<file path="src/rtl/core/dq_current_state_observer_assert.svh">
`ifndef DQ_CURRENT_STATE_OBSERVER_ASSERT_SVH
`define DQ_CURRENT_STATE_OBSERVER_ASSERT_SVH

// Same-cycle implication, disabled while in reset.
`define DQSO_ASSERT_NOW(lbl, ante, cons) \
	lbl: assert property (@(posedge clk) disable iff (!arst_n) (ante) |-> (cons)) \
	else $error("dqso assertion failed");

// Next-cycle implication, disabled while in reset.
`define DQSO_ASSERT_NEXT(lbl, ante, cons) \
	lbl: assert property (@(posedge clk) disable iff (!arst_n) (ante) |=> (cons)) \
	else $error("dqso assertion failed");

`endif

</file>
<file path="src/rtl/core/dqso_pkg.sv">
`default_nettype none
package dqso_pkg;

	localparam int FRAC_BITS_DEF = 16;
	localparam int DW = 32;
	localparam int OPW = 34;
	localparam int ACCW = 64;
	localparam int PRODW = 2 * OPW;

	localparam int IDXW = 3;
	localparam logic [IDXW-1:0] REG_TS = 3'd0;
	localparam logic [IDXW-1:0] REG_R_OVER_L = 3'd1;
	localparam logic [IDXW-1:0] REG_INV_L = 3'd2;
	localparam logic [IDXW-1:0] REG_PSI_OVER_L = 3'd3;
	localparam logic [IDXW-1:0] REG_POLE = 3'd4;

	localparam logic [DW-1:0] TS_RESET = 32'd429497;

	localparam logic signed [ACCW-1:0] SAT_MAX = {{(ACCW-DW+1){1'b0}}, {(DW-1){1'b1}}};
	localparam logic signed [ACCW-1:0] SAT_MIN = {{(ACCW-DW+1){1'b1}}, {(DW-1){1'b0}}};

	typedef struct packed {
		logic mul_en;
		logic acc_en;
		logic load;
		logic sub;
		logic sat_term;
		logic shift32;
	} mac_ctl_t;

	function automatic logic signed [DW-1:0] sat32(input logic signed [ACCW-1:0] v);
		logic signed [DW-1:0] r;
		if (v > SAT_MAX) begin
			r = SAT_MAX[DW-1:0];
		end else if (v < SAT_MIN) begin
			r = SAT_MIN[DW-1:0];
		end else begin
			r = v[DW-1:0];
		end
		return r;
	endfunction

endpackage
`default_nettype wire

</file>
<file path="src/rtl/core/dq_current_state_observer.sv">
`default_nettype none
// Cross-coupled d/q current observer with disturbance estimation. One
// transfer in gives one transfer out. A single 34x34 multiplier with a
// 64-bit accumulator runs sixteen multiply steps, each a multiply and an
// accumulate phase, after a setup state for gains and errors. The next
// input is taken only once the result is in the output registers, so an
// output stall holds the input too. in_stall is high while an item is in
// work. Configuration must be written only while idle (not enforced).
module dq_current_state_observer
	import dqso_pkg::*;
#(
	parameter int FRAC_BITS = FRAC_BITS_DEF
) (
	input  wire logic                  clk,
	input  wire logic                  arst_n,
	input  wire logic                  wr_en,
	input  wire logic [IDXW-1:0]       wr_idx,
	input  wire logic [DW-1:0]         wr_data,
	input  wire logic                  in_valid,
	output logic                       in_stall,
	input  wire logic signed [DW-1:0]  volt_d,
	input  wire logic signed [DW-1:0]  volt_q,
	input  wire logic signed [DW-1:0]  elec_speed,
	input  wire logic signed [DW-1:0]  meas_d,
	input  wire logic signed [DW-1:0]  meas_q,
	output logic                       out_valid,
	input  wire logic                  out_stall,
	output logic signed [DW-1:0]       est_d,
	output logic signed [DW-1:0]       est_q,
	output logic signed [DW-1:0]       dist_d,
	output logic signed [DW-1:0]       dist_q
);

	localparam logic [1:0] ST_IDLE  = 2'd0;
	localparam logic [1:0] ST_SETUP = 2'd1;
	localparam logic [1:0] ST_RUN   = 2'd2;
	localparam logic [1:0] ST_DONE  = 2'd3;

	localparam logic [3:0] STP_P2    = 4'd0;
	localparam logic [3:0] STP_DECAY = 4'd1;
	localparam logic [3:0] STP_G2    = 4'd2;
	localparam logic [3:0] STP_Z2D   = 4'd3;
	localparam logic [3:0] STP_Z2Q   = 4'd4;
	localparam logic [3:0] STP_RD0   = 4'd5;
	localparam logic [3:0] STP_RD1   = 4'd6;
	localparam logic [3:0] STP_RD2   = 4'd7;
	localparam logic [3:0] STP_Z1D0  = 4'd8;
	localparam logic [3:0] STP_Z1D1  = 4'd9;
	localparam logic [3:0] STP_RQ0   = 4'd10;
	localparam logic [3:0] STP_RQ1   = 4'd11;
	localparam logic [3:0] STP_RQ2   = 4'd12;
	localparam logic [3:0] STP_RQ3   = 4'd13;
	localparam logic [3:0] STP_Z1Q0  = 4'd14;
	localparam logic [3:0] STP_Z1Q1  = 4'd15;

	localparam logic signed [ACCW-1:0] ONE = {{(ACCW-1){1'b0}}, 1'b1} << FRAC_BITS;

	// configuration
	logic [DW-1:0]          ts_q;
	logic [DW-2:0]          rl_q;
	logic [DW-2:0]          inv_l_q;
	logic [DW-2:0]          psi_q;
	logic signed [DW-1:0]   pole_q;

	// control
	logic [1:0]             state_q;
	logic [3:0]             step_q;
	logic                   phase_q;
	logic                   out_valid_q;
	logic                   in_xfer;
	logic                   out_load;

	// observer state
	logic signed [DW-1:0]   cur_d_q;
	logic signed [DW-1:0]   cur_q_q;
	logic signed [DW-1:0]   dst_d_q;
	logic signed [DW-1:0]   dst_q_q;

	// captured item and work registers
	logic signed [DW-1:0]   ud_q;
	logic signed [DW-1:0]   uq_q;
	logic signed [DW-1:0]   we_q;
	logic signed [DW-1:0]   fd_q;
	logic signed [DW-1:0]   fq_q;
	logic signed [DW-1:0]   p1d_q;
	logic signed [DW-1:0]   p1q_q;
	logic signed [DW:0]     err_d_q;
	logic signed [DW:0]     err_q_q;
	logic signed [DW-1:0]   tmp_q;
	logic signed [DW:0]     decay_q;
	logic signed [DW-1:0]   g2_q;
	logic signed [DW-1:0]   z1d_q;
	logic signed [DW-1:0]   z1q_q;
	logic signed [DW-1:0]   z2d_q;
	logic signed [DW-1:0]   z2q_q;
	logic signed [DW-1:0]   est_d_q;
	logic signed [DW-1:0]   est_q_q;
	logic signed [DW-1:0]   dist_d_q;
	logic signed [DW-1:0]   dist_q_q;

	// gain setup
	logic signed [ACCW-1:0] we_w;
	logic signed [ACCW-1:0] abs_we;
	logic signed [ACCW-1:0] gain_base;

	// shared unit
	mac_ctl_t               ctl;
	logic signed [OPW-1:0]  op_a;
	logic signed [OPW-1:0]  op_b;
	logic signed [ACCW-1:0] base;
	logic signed [ACCW-1:0] acc_next;
	logic signed [DW-1:0]   acc_sat;

	logic signed [OPW-1:0]  ts_x;
	logic signed [OPW-1:0]  rl_x;
	logic signed [OPW-1:0]  inv_l_x;
	logic signed [OPW-1:0]  psi_x;
	logic signed [OPW-1:0]  pole_x;
	logic signed [OPW-1:0]  tmp_x;
	logic signed [OPW-1:0]  g2_x;
	logic signed [OPW-1:0]  decay_x;
	logic signed [OPW-1:0]  err_d_x;
	logic signed [OPW-1:0]  err_q_x;
	logic signed [OPW-1:0]  ud_x;
	logic signed [OPW-1:0]  uq_x;
	logic signed [OPW-1:0]  we_x;
	logic signed [OPW-1:0]  p1d_x;
	logic signed [OPW-1:0]  p1q_x;
	logic signed [OPW-1:0]  cur_d_x;
	logic signed [OPW-1:0]  cur_q_x;

	assign in_stall = (state_q != ST_IDLE);
	assign in_xfer = in_valid && !in_stall;
	assign out_load = (state_q == ST_DONE) && !(out_valid_q && out_stall);
	assign out_valid = out_valid_q;
	assign est_d = est_d_q;
	assign est_q = est_q_q;
	assign dist_d = dist_d_q;
	assign dist_q = dist_q_q;

	always_ff @(posedge clk or negedge arst_n) begin
		if (!arst_n) begin
			ts_q <= TS_RESET;
			rl_q <= '0;
			inv_l_q <= '0;
			psi_q <= '0;
			pole_q <= '0;
		end else if (wr_en) begin
			case (wr_idx)
				REG_TS:         ts_q <= wr_data;
				REG_R_OVER_L:   rl_q <= wr_data[DW-2:0];
				REG_INV_L:      inv_l_q <= wr_data[DW-2:0];
				REG_PSI_OVER_L: psi_q <= wr_data[DW-2:0];
				REG_POLE:       pole_q <= $signed(wr_data);
				default: ;
			endcase
		end
	end

	always_ff @(posedge clk or negedge arst_n) begin
		if (!arst_n) begin
			state_q <= ST_IDLE;
			step_q <= '0;
			phase_q <= 1'b0;
			out_valid_q <= 1'b0;
			cur_d_q <= '0;
			cur_q_q <= '0;
			dst_d_q <= '0;
			dst_q_q <= '0;
		end else begin
			if (out_load) begin
				out_valid_q <= 1'b1;
			end else if (out_valid_q && !out_stall) begin
				out_valid_q <= 1'b0;
			end
			case (state_q)
				ST_IDLE: begin
					if (in_xfer) begin
						state_q <= ST_SETUP;
					end
				end
				ST_SETUP: begin
					state_q <= ST_RUN;
				end
				ST_RUN: begin
					phase_q <= !phase_q;
					if (phase_q) begin
						step_q <= step_q + 4'd1;
						if (step_q == STP_Z1Q1) begin
							state_q <= ST_DONE;
						end
					end
				end
				ST_DONE: begin
					if (out_load) begin
						cur_d_q <= z1d_q;
						cur_q_q <= z1q_q;
						dst_d_q <= z2d_q;
						dst_q_q <= z2q_q;
						state_q <= ST_IDLE;
					end
				end
				default: state_q <= ST_IDLE;
			endcase
		end
	end

	// p1d = -R/L - 2*pole - |we|, p1q = -R/L - 2*pole + |we|
	always_comb begin
		we_w = ACCW'(we_q);
		abs_we = (we_w < 0) ? -we_w : we_w;
		gain_base = -$signed(ACCW'(rl_q)) - (ACCW'(pole_q) <<< 1);
	end

	always_ff @(posedge clk) begin
		if (in_xfer) begin
			ud_q <= volt_d;
			uq_q <= volt_q;
			we_q <= elec_speed;
			fd_q <= meas_d;
			fq_q <= meas_q;
		end
		if (state_q == ST_SETUP) begin
			p1d_q <= sat32(gain_base - abs_we);
			p1q_q <= sat32(gain_base + abs_we);
			err_d_q <= $signed({fd_q[DW-1], fd_q}) - $signed({cur_d_q[DW-1], cur_d_q});
			err_q_q <= $signed({fq_q[DW-1], fq_q}) - $signed({cur_q_q[DW-1], cur_q_q});
		end
		if (state_q == ST_RUN && phase_q) begin
			case (step_q)
				STP_P2:    tmp_q <= acc_sat;
				STP_DECAY: decay_q <= acc_next[DW:0];
				STP_G2:    g2_q <= acc_sat;
				STP_Z2D:   z2d_q <= acc_sat;
				STP_Z2Q:   z2q_q <= acc_sat;
				STP_RD2:   tmp_q <= acc_sat;
				STP_Z1D1:  z1d_q <= acc_sat;
				STP_RQ3:   tmp_q <= acc_sat;
				STP_Z1Q1:  z1q_q <= acc_sat;
				default: ;
			endcase
		end
		if (out_load) begin
			est_d_q <= z1d_q;
			est_q_q <= z1q_q;
			dist_d_q <= z2d_q;
			dist_q_q <= z2q_q;
		end
	end

	assign ts_x = $signed({2'b00, ts_q});
	assign rl_x = $signed({3'b000, rl_q});
	assign inv_l_x = $signed({3'b000, inv_l_q});
	assign psi_x = $signed({3'b000, psi_q});
	assign pole_x = OPW'(pole_q);
	assign tmp_x = OPW'(tmp_q);
	assign g2_x = OPW'(g2_q);
	assign decay_x = OPW'(decay_q);
	assign err_d_x = OPW'(err_d_q);
	assign err_q_x = OPW'(err_q_q);
	assign ud_x = OPW'(ud_q);
	assign uq_x = OPW'(uq_q);
	assign we_x = OPW'(we_q);
	assign p1d_x = OPW'(p1d_q);
	assign p1q_x = OPW'(p1q_q);
	assign cur_d_x = OPW'(cur_d_q);
	assign cur_q_x = OPW'(cur_q_q);

	always_comb begin
		op_a = '0;
		op_b = '0;
		base = '0;
		ctl.mul_en = (state_q == ST_RUN) && !phase_q;
		ctl.acc_en = (state_q == ST_RUN) && phase_q;
		ctl.load = 1'b0;
		ctl.sub = 1'b0;
		ctl.sat_term = 1'b0;
		ctl.shift32 = 1'b0;
		case (step_q)
			STP_P2: begin
				op_a = pole_x; op_b = pole_x;
				ctl.load = 1'b1; ctl.sat_term = 1'b1;
			end
			STP_DECAY: begin
				op_a = ts_x; op_b = rl_x; base = ONE;
				ctl.load = 1'b1; ctl.sub = 1'b1; ctl.shift32 = 1'b1;
			end
			STP_G2: begin
				op_a = ts_x; op_b = tmp_x;
				ctl.load = 1'b1; ctl.shift32 = 1'b1;
			end
			STP_Z2D: begin
				op_a = g2_x; op_b = err_d_x; base = ACCW'(dst_d_q);
				ctl.load = 1'b1; ctl.sat_term = 1'b1;
			end
			STP_Z2Q: begin
				op_a = g2_x; op_b = err_q_x; base = ACCW'(dst_q_q);
				ctl.load = 1'b1; ctl.sat_term = 1'b1;
			end
			STP_RD0: begin
				op_a = ud_x; op_b = inv_l_x; base = ACCW'(dst_d_q);
				ctl.load = 1'b1; ctl.sat_term = 1'b1;
			end
			STP_RD1: begin
				op_a = we_x; op_b = cur_q_x;
				ctl.sat_term = 1'b1;
			end
			STP_RD2: begin
				op_a = p1d_x; op_b = err_d_x;
				ctl.sat_term = 1'b1;
			end
			STP_Z1D0: begin
				op_a = ts_x; op_b = tmp_x;
				ctl.load = 1'b1; ctl.shift32 = 1'b1;
			end
			STP_Z1D1: begin
				op_a = cur_d_x; op_b = decay_x;
			end
			STP_RQ0: begin
				op_a = uq_x; op_b = inv_l_x; base = ACCW'(dst_q_q);
				ctl.load = 1'b1; ctl.sat_term = 1'b1;
			end
			STP_RQ1: begin
				op_a = we_x; op_b = cur_d_x;
				ctl.sub = 1'b1; ctl.sat_term = 1'b1;
			end
			STP_RQ2: begin
				op_a = p1q_x; op_b = err_q_x;
				ctl.sat_term = 1'b1;
			end
			STP_RQ3: begin
				op_a = psi_x; op_b = we_x;
				ctl.sub = 1'b1; ctl.sat_term = 1'b1;
			end
			STP_Z1Q0: begin
				op_a = ts_x; op_b = tmp_x;
				ctl.load = 1'b1; ctl.shift32 = 1'b1;
			end
			STP_Z1Q1: begin
				op_a = cur_q_x; op_b = decay_x;
			end
			default: ;
		endcase
	end

	dqso_mac #(
		.FRAC_BITS(FRAC_BITS)
	) u_mac (
		.clk      (clk),
		.ctl      (ctl),
		.op_a     (op_a),
		.op_b     (op_b),
		.base     (base),
		.acc_next (acc_next),
		.acc_sat  (acc_sat)
	);

`include "dq_current_state_observer_assert.svh"

	`DQSO_ASSERT_NEXT(a_busy_after_xfer, in_xfer, in_stall && state_q == ST_SETUP)
	`DQSO_ASSERT_NOW(a_step_idle, state_q != ST_RUN, step_q == STP_P2 && !phase_q)
	`DQSO_ASSERT_NEXT(a_setup_to_run, state_q == ST_SETUP, state_q == ST_RUN && step_q == STP_P2)
	`DQSO_ASSERT_NEXT(a_done_loads, out_load, out_valid && state_q == ST_IDLE)

endmodule
`default_nettype wire

</file>
<file path="src/rtl/core/dqso_mac.sv">
`default_nettype none
module dqso_mac
	import dqso_pkg::*;
#(
	parameter int FRAC_BITS = FRAC_BITS_DEF
) (
	input  wire logic                   clk,
	input  wire mac_ctl_t               ctl,
	input  wire logic signed [OPW-1:0]  op_a,
	input  wire logic signed [OPW-1:0]  op_b,
	input  wire logic signed [ACCW-1:0] base,
	output logic signed [ACCW-1:0]      acc_next,
	output logic signed [DW-1:0]        acc_sat
);

	logic signed [PRODW-1:0] prod_full;
	logic signed [ACCW-1:0]  prod_s1;
	logic signed [ACCW-1:0]  acc_q;
	logic signed [ACCW-1:0]  shifted;
	logic signed [ACCW-1:0]  term;
	logic signed [ACCW-1:0]  start;
	logic signed [DW-1:0]    term_sat;

	assign prod_full = op_a * op_b;

	always_ff @(posedge clk) begin
		if (ctl.mul_en) begin
			prod_s1 <= prod_full[ACCW-1:0];
		end
		if (ctl.acc_en) begin
			acc_q <= acc_next;
		end
	end

	// floor shift of the product, then optional clamp of the term
	always_comb begin
		shifted = ctl.shift32 ? (prod_s1 >>> 32) : (prod_s1 >>> FRAC_BITS);
		term_sat = sat32(shifted);
		term = ctl.sat_term ? ACCW'(term_sat) : shifted;
		start = ctl.load ? base : acc_q;
		acc_next = ctl.sub ? (start - term) : (start + term);
		acc_sat = sat32(acc_next);
	end

endmodule
`default_nettype wire

</file>
<file path="config.mk">
export PLATFORM = sky130hd
export DESIGN_NAME = dq_current_state_observer
export DESIGN_NICKNAME = d
export VERILOG_FILES = /design/src/rtl/core/dqso_pkg.sv /design/src/rtl/core/dq_current_state_observer.sv /design/src/rtl/core/dqso_mac.sv
export VERILOG_INCLUDE_DIRS = /design/src /design/src/rtl/core
export SDC_FILE = /design/constraint.sdc
export NUM_CORES = 2
export LEC_CHECK = 0
export BUFFER_PORTS_ARGS = -buffer_cell sky130_fd_sc_hd__buf_2
export CORE_MARGIN = 3
export CORE_UTILIZATION = 40
export DETAILED_ROUTE_END_ITERATION = 16
export PLACE_DENSITY = 0.65
export SLEW_MARGIN = 5
export SYNTH_ARGS = -nofsm -noshare
export SYNTH_HDL_FRONTEND = slang
export SYNTH_SLANG_ARGS = --single-unit
</file>
<file path="constraint.sdc">
create_clock -name clk -period 20.1 [get_ports clk]
set_input_delay 4.02 -clock clk [delete_from_list [all_inputs] [get_ports clk]]
set_output_delay 4.02 -clock clk [all_outputs]
set_load 0.005 [all_outputs]
</file>
# After elaboration in Yosys (flattened, before gate mapping)
# Index checks and enable logic that the tools add are counted.
[word_totals]
reg_bits = 1064
output_inout_bits = 130
[op_classes]
mul = 1
n_eq_ne = 26
n_lt_le_gt_ge = 9
addsub = 10
n_reduce_logical = 44
muxes = 25
[op_table]
columns = ["operator", "count"]
rows = [
  ["$pmux W34 S11", 1],
  ["$pmux W34 S10", 1],
  ["$mux W64", 4],
  ["$gt A64 B32 Y1 const B", 3],
  ["$lt A64 B32 Y1 const B", 3],
  ["$mux W32", 6],
  ["$pmux W64 S3", 1],
  ["$add A64 B64 Y64", 2],
  ["$sub A64 B64 Y64", 2],
  ["$sub A32 B32 Y33", 2],
  ["$mul A34 B34 Y64", 1],
  ["$neg A31 Y64", 1],
  ["$neg A32 Y64", 1],
  ["$sub A64 B33 Y64", 1],
  ["$gt A48 B32 Y1 const B", 1],
  ["$lt A48 B32 Y1 const B", 1],
  ["$mux W47", 1],
  ["$eq A4 B4 Y1 const B", 8],
  ["$lt A32 B1 Y1 const B", 1],
  ["$reduce_and A2 Y1", 14],
  ["$eq A4 B3 Y1 const B", 4],
  ["$reduce_or A2 Y1", 8],
  ["$reduce_or A10 Y1", 1],
  ["$reduce_or A3 Y1", 3],
  ["other kinds (21)", 44],
]

# Logic depth before layout (Yosys ltp)
[logic_depth]
ltp_word = 13
depth_mapped = 44
mapped_depth_nobuf = 40

# Modules after synthesis
# Synthesis repeated with hierarchy kept, for this count alone.
[hier_totals]
hier_cells = 9838
hier_area_um2 = 99042.5
[by_module_without_submodules]
columns = ["module", "area_each_um2", "instances", "cells_per_inst"]
rows = [
  ["dqso_mac", 49971.7, 1, 5535],
  ["dq_current_state_observer", 49070.8, 1, 4303],
]

# Worst setup path after synthesis
# No wires, ideal clock.
[synth_timing]
path_type = "register -> register"
start = "register step_q[0]"
end = "register u_mac.prod_s1[61] (data pin)"
t_arrival_ps = 10334
slack_ps = 9497
t_required_ps = 19831
synth_period_minus_slack_ps = 10603
path_stages_with_launch = 41
setup_time_ps = 269
cell_sequence = "dfrtp_1 inv_1 ha_1 clkbuf_1 a21boi_1 nor3_2 clkbuf_1 buf_1 clkbuf_1 buf_1 a211oi_1 a21oi_1 clkbuf_1 nand2_1 fa_1 fa_1 inv_1 fa_1 [5 not listed] inv_1 fa_1 inv_1 fa_1 ha_1 and3_1 a21boi_0 o21a_1 nor2_1 or2_2 a211oi_1 o21ai_0 a21oi_1 o21ai_0 a31oi_1 a21oi_1 o31ai_1 xor2_1"
[synth_via]
elab_chain_len = 4
word_cells_on_any_way = 27
classes_between = "mul: 1; eq/ne: 15; mux: 2; reduce/logical: 9"
[synth_rtl]
columns = ["item", "line", "text"]
rows = [
  ["start, declared", "dq_current_state_observer.sv:67", "logic [3:0] step_q;"],
  ["start signal, assigned", "dq_current_state_observer.sv:188", "step_q <= step_q + 4'd1;"],
  ["$eq A4 B2 Y1, or another cell as far along", "dq_current_state_observer.sv:279", "case (step_q)"],
  ["$reduce_or A4 Y1 (no source line), or another cell as far along", "n/a", ""],
  ["$pmux W34 S11 / $pmux W34 S10 (equally long branches)", "dq_current_state_observer.sv:279", ""],
  ["$mul A34 B34 Y64 *", "dqso_mac.sv:24", "assign prod_full = op_a * op_b;"],
  ["named net u_mac.prod_full[61]", "dqso_mac.sv:16", "logic signed [PRODW-1:0] prod_full;"],
  ["end signal, assigned", "dqso_mac.sv:28", "prod_s1 <= prod_full[ACCW-1:0];"],
  ["end, declared", "dqso_mac.sv:17", "logic signed [ACCW-1:0] prod_s1;"],
]
# Mark *: on every way through the listed nets, which the timed path passes. The rest lies on a longest branch.
# A chain may end at the register's enable or synchronous reset.

# Worst setup path in the final report
[layout_timing]
start = "register step_q[2]"
end = "register u_mac.prod_s1[57] (data pin)"
# The elaborated chain is that of the path after synthesis.

==> impl_metrics.tcl <==
set metrics [dict create \
    status "completed" \
    mostFrequentLayoutCell "inv_1" \
    vias 76600 \
    dieArea_um2 247000 \
    start_util_pct 40.4 \
    overflow 0 \
    tritoncts "done" \
    grt_setup_unrepaired "false" \
    crit_top_cell "fa_1" \
    area_delta_synth_final_pct 9.98 \
    crit_path_top_delay_cell "dfrtp_1" \
    dp_hpwl_mm 276 \
    worstPathArrival_ns 13.24 \
    clock_latency_ns 0.78 \
    setup_ws_ns 7.35 \
    utilization_pct 44.5 \
    critPathMaxFanout 34 \
    fin_crit_sh_pct 63.5 \
    die_x_um 497 \
    synth_ff_type "edfxtp_1" \
    drtAntennaViolNets 0 \
    track_usage_pct 28.5 \
    drt_wl_total_mm 359 \
    drtIter0Drc 8701 \
    fin_crit_ns 12.75 \
    cts-root-buf "clkbuf_16" \
    fillers 22600 \
    cp_slowest_stage_delay_ns 1.00 \
    wl_per_cell_um 27.2 \
    grt_pass1_vias 78300 \
    cts_sinks 1048 \
    start_kind "register" \
    maxCapViolCount 0 \
    hold_buffers 0 \
    slew_violations 0 \
    final_nets 11800 \
    postSynthCellCount 9697 \
    core_um2 239000 \
    hp-class "register to register" \
    path_clk_slew_ns 0.07 \
    layout_common_cells "inv_1, nand2_1, fa_1" \
    dp_slack_ns 7.93 \
    route.detailed.drc 0 \
    grt_max_degree 122 \
    cts_buffers 105 \
    async_flop_share_pct 28.0 \
    fmax_mhz 78.4 \
    setup_viol 0 \
    worst_pin_slew_ns 1.45 \
    synth-seq-area-share_pct 31.1 \
    antenna_found_initial 37 \
    tns_ns 0 \
    ys_types 99 \
    register_area_um2 30000 \
    hold_viol 0 \
    skew_ns 0.0422 \
    fp.dieH_um 497 \
    cts.repair.resized 0 \
    grt_pass1_wl_mm 524 \
    gp_congestion 0.988 \
    end_kind "register" \
    synth_edf_count 755 \
    synth.avg_cell_area_um2 9.96 \
    synth.cell_area_um2 96600 \
    io_buffers 329 \
    hold_slack_ns 0.442 \
    critPathKind "register to register" \
    drt_first_pass_iters 8 \
    io_pins 330 \
    ys_warn_count 0 \
    htree_levels 3 \
    multi_input_area_um2 59900 \
    rows 179 \
    viasPerCell 5.82 \
    slew_headroom_pct 3.27 \
    cts_buffer_depth 3 \
    post_cts_buffers 0 \
    cp_data_required_time_ns 20.59 \
    synth_seq_cells 1048 \
    post_route_cells_drive_above_1_share_pct 10.3 \
]
==> registers in the layout, summed over array words and instances (netlist names), 33 cells and up <==
signal and count:
u_mac.prod_s1 48, err_d_q 33, err_q_q 33, u_mac.acc_q 64, decay_q 33
==> Yosys cell counts, types with 84 or more instances <==
master / number / area [µm²]
ha_1: 520 / 6510
nand2_1: 1231 / 4620
o21ai_0: 439 / 2200
nor2_1: 588 / 2210
clkbuf_1: 438 / 1640
a21o_1: 153 / 1150
a21oi_1: 405 / 2030
xor2_1: 90 / 788
a22oi_1: 114 / 856
fa_1: 1179 / 23600
dfrtp_1: 282 / 7060
inv_1: 1510 / 5670
edfxtp_1: 755 / 22700
nand3_1: 84 / 420
a31oi_1: 90 / 563
mux2_2: 166 / 1870
nor3_1: 92 / 460
and2_1: 90 / 563
xnor2_1: 273 / 2390
==> worst paths after layout <==
check	depth (start not counted)	slack [ns]	from	to
max	36	7.35	step_q[2]	u_mac.prod_s1[57]
min	0	0.44	z2d_q[8]	dist_d[8]
max reg2reg	36	7.35	step_q[2]	u_mac.prod_s1[57]
min reg2reg	0	0.44	z2d_q[8]	dist_d[8]
max in group asynchronous	4	13.48	arst_n	pole_q[18]
min in group asynchronous	1	3.23	arst_n	cur_d_q[5]
==> critical path, delay by kind of cell (launching register included) <==
kind	cells	cell delay, ns
buffers and inverters	5	0.93
DFF	1	1.00
AOI/OAI and AO/OA	17	5.68
and+or+nand+nor	4	0.54
xor gates and xnor gates	1	0.11
adders and majority gates	9	4.13
==> logic make-up (layout without fill, tap and decap cells) <==
logic type | count (synthesis) | count (layout) | share of synthesized area, %
other | 2 | 95 | 0.00777
AND/OR/NAND/NOR | 2521 | 2521 | 11.6
multiplexers | 207 | 207 | 2.36
AO/OA/AOI/OAI | 1851 | 1851 | 12.7
buffers and inverters | 2006 | 2218 | 7.83
flip-flops | 1048 | 1048 | 31.1
adder cells (fa/ha/maj) | 1699 | 1699 | 31.2
XOR/XNOR | 363 | 363 | 3.29
==> area by class of cell <==
cell class                 count  share of cell area, %
antenna                       33                 0.0777
clock buffer                 129                   2.61
clock inverter                71                  0.817
inverter                    1515                   5.35
multi-input combinational   6703                   56.4
sequential                  1048                   28.2
tap                         3167                   3.73
timing repair buffer         503                   2.80
==> through the flow <==
stage | std cells | cell area (µm²)
2_1_floorplan | 9757 | 96800
3_3_place_gp | 12900 | 103000
3_5_place_dp | 12900 | 103000
4_1_cts | 13100 | 106000
5_1_grt | 13200 | 106000
6_report | 13200 | 106000
==> per-layer routing <==
metal	up-vias	wire length, µm	part of all wire (%)	global-route usage (%)
met2	4191	157000	44	43.0
met4	6	21100	5.9	14.2
met1	38900	138000	38	36.6
met5	-	283	0.079	0
met3	878	42800	12	9.52
li1	32600	-	-	-
Power is left out: the tool's default activity adds up to more than one toggle a clock period on the data nets, which glitch-free logic cannot reach.
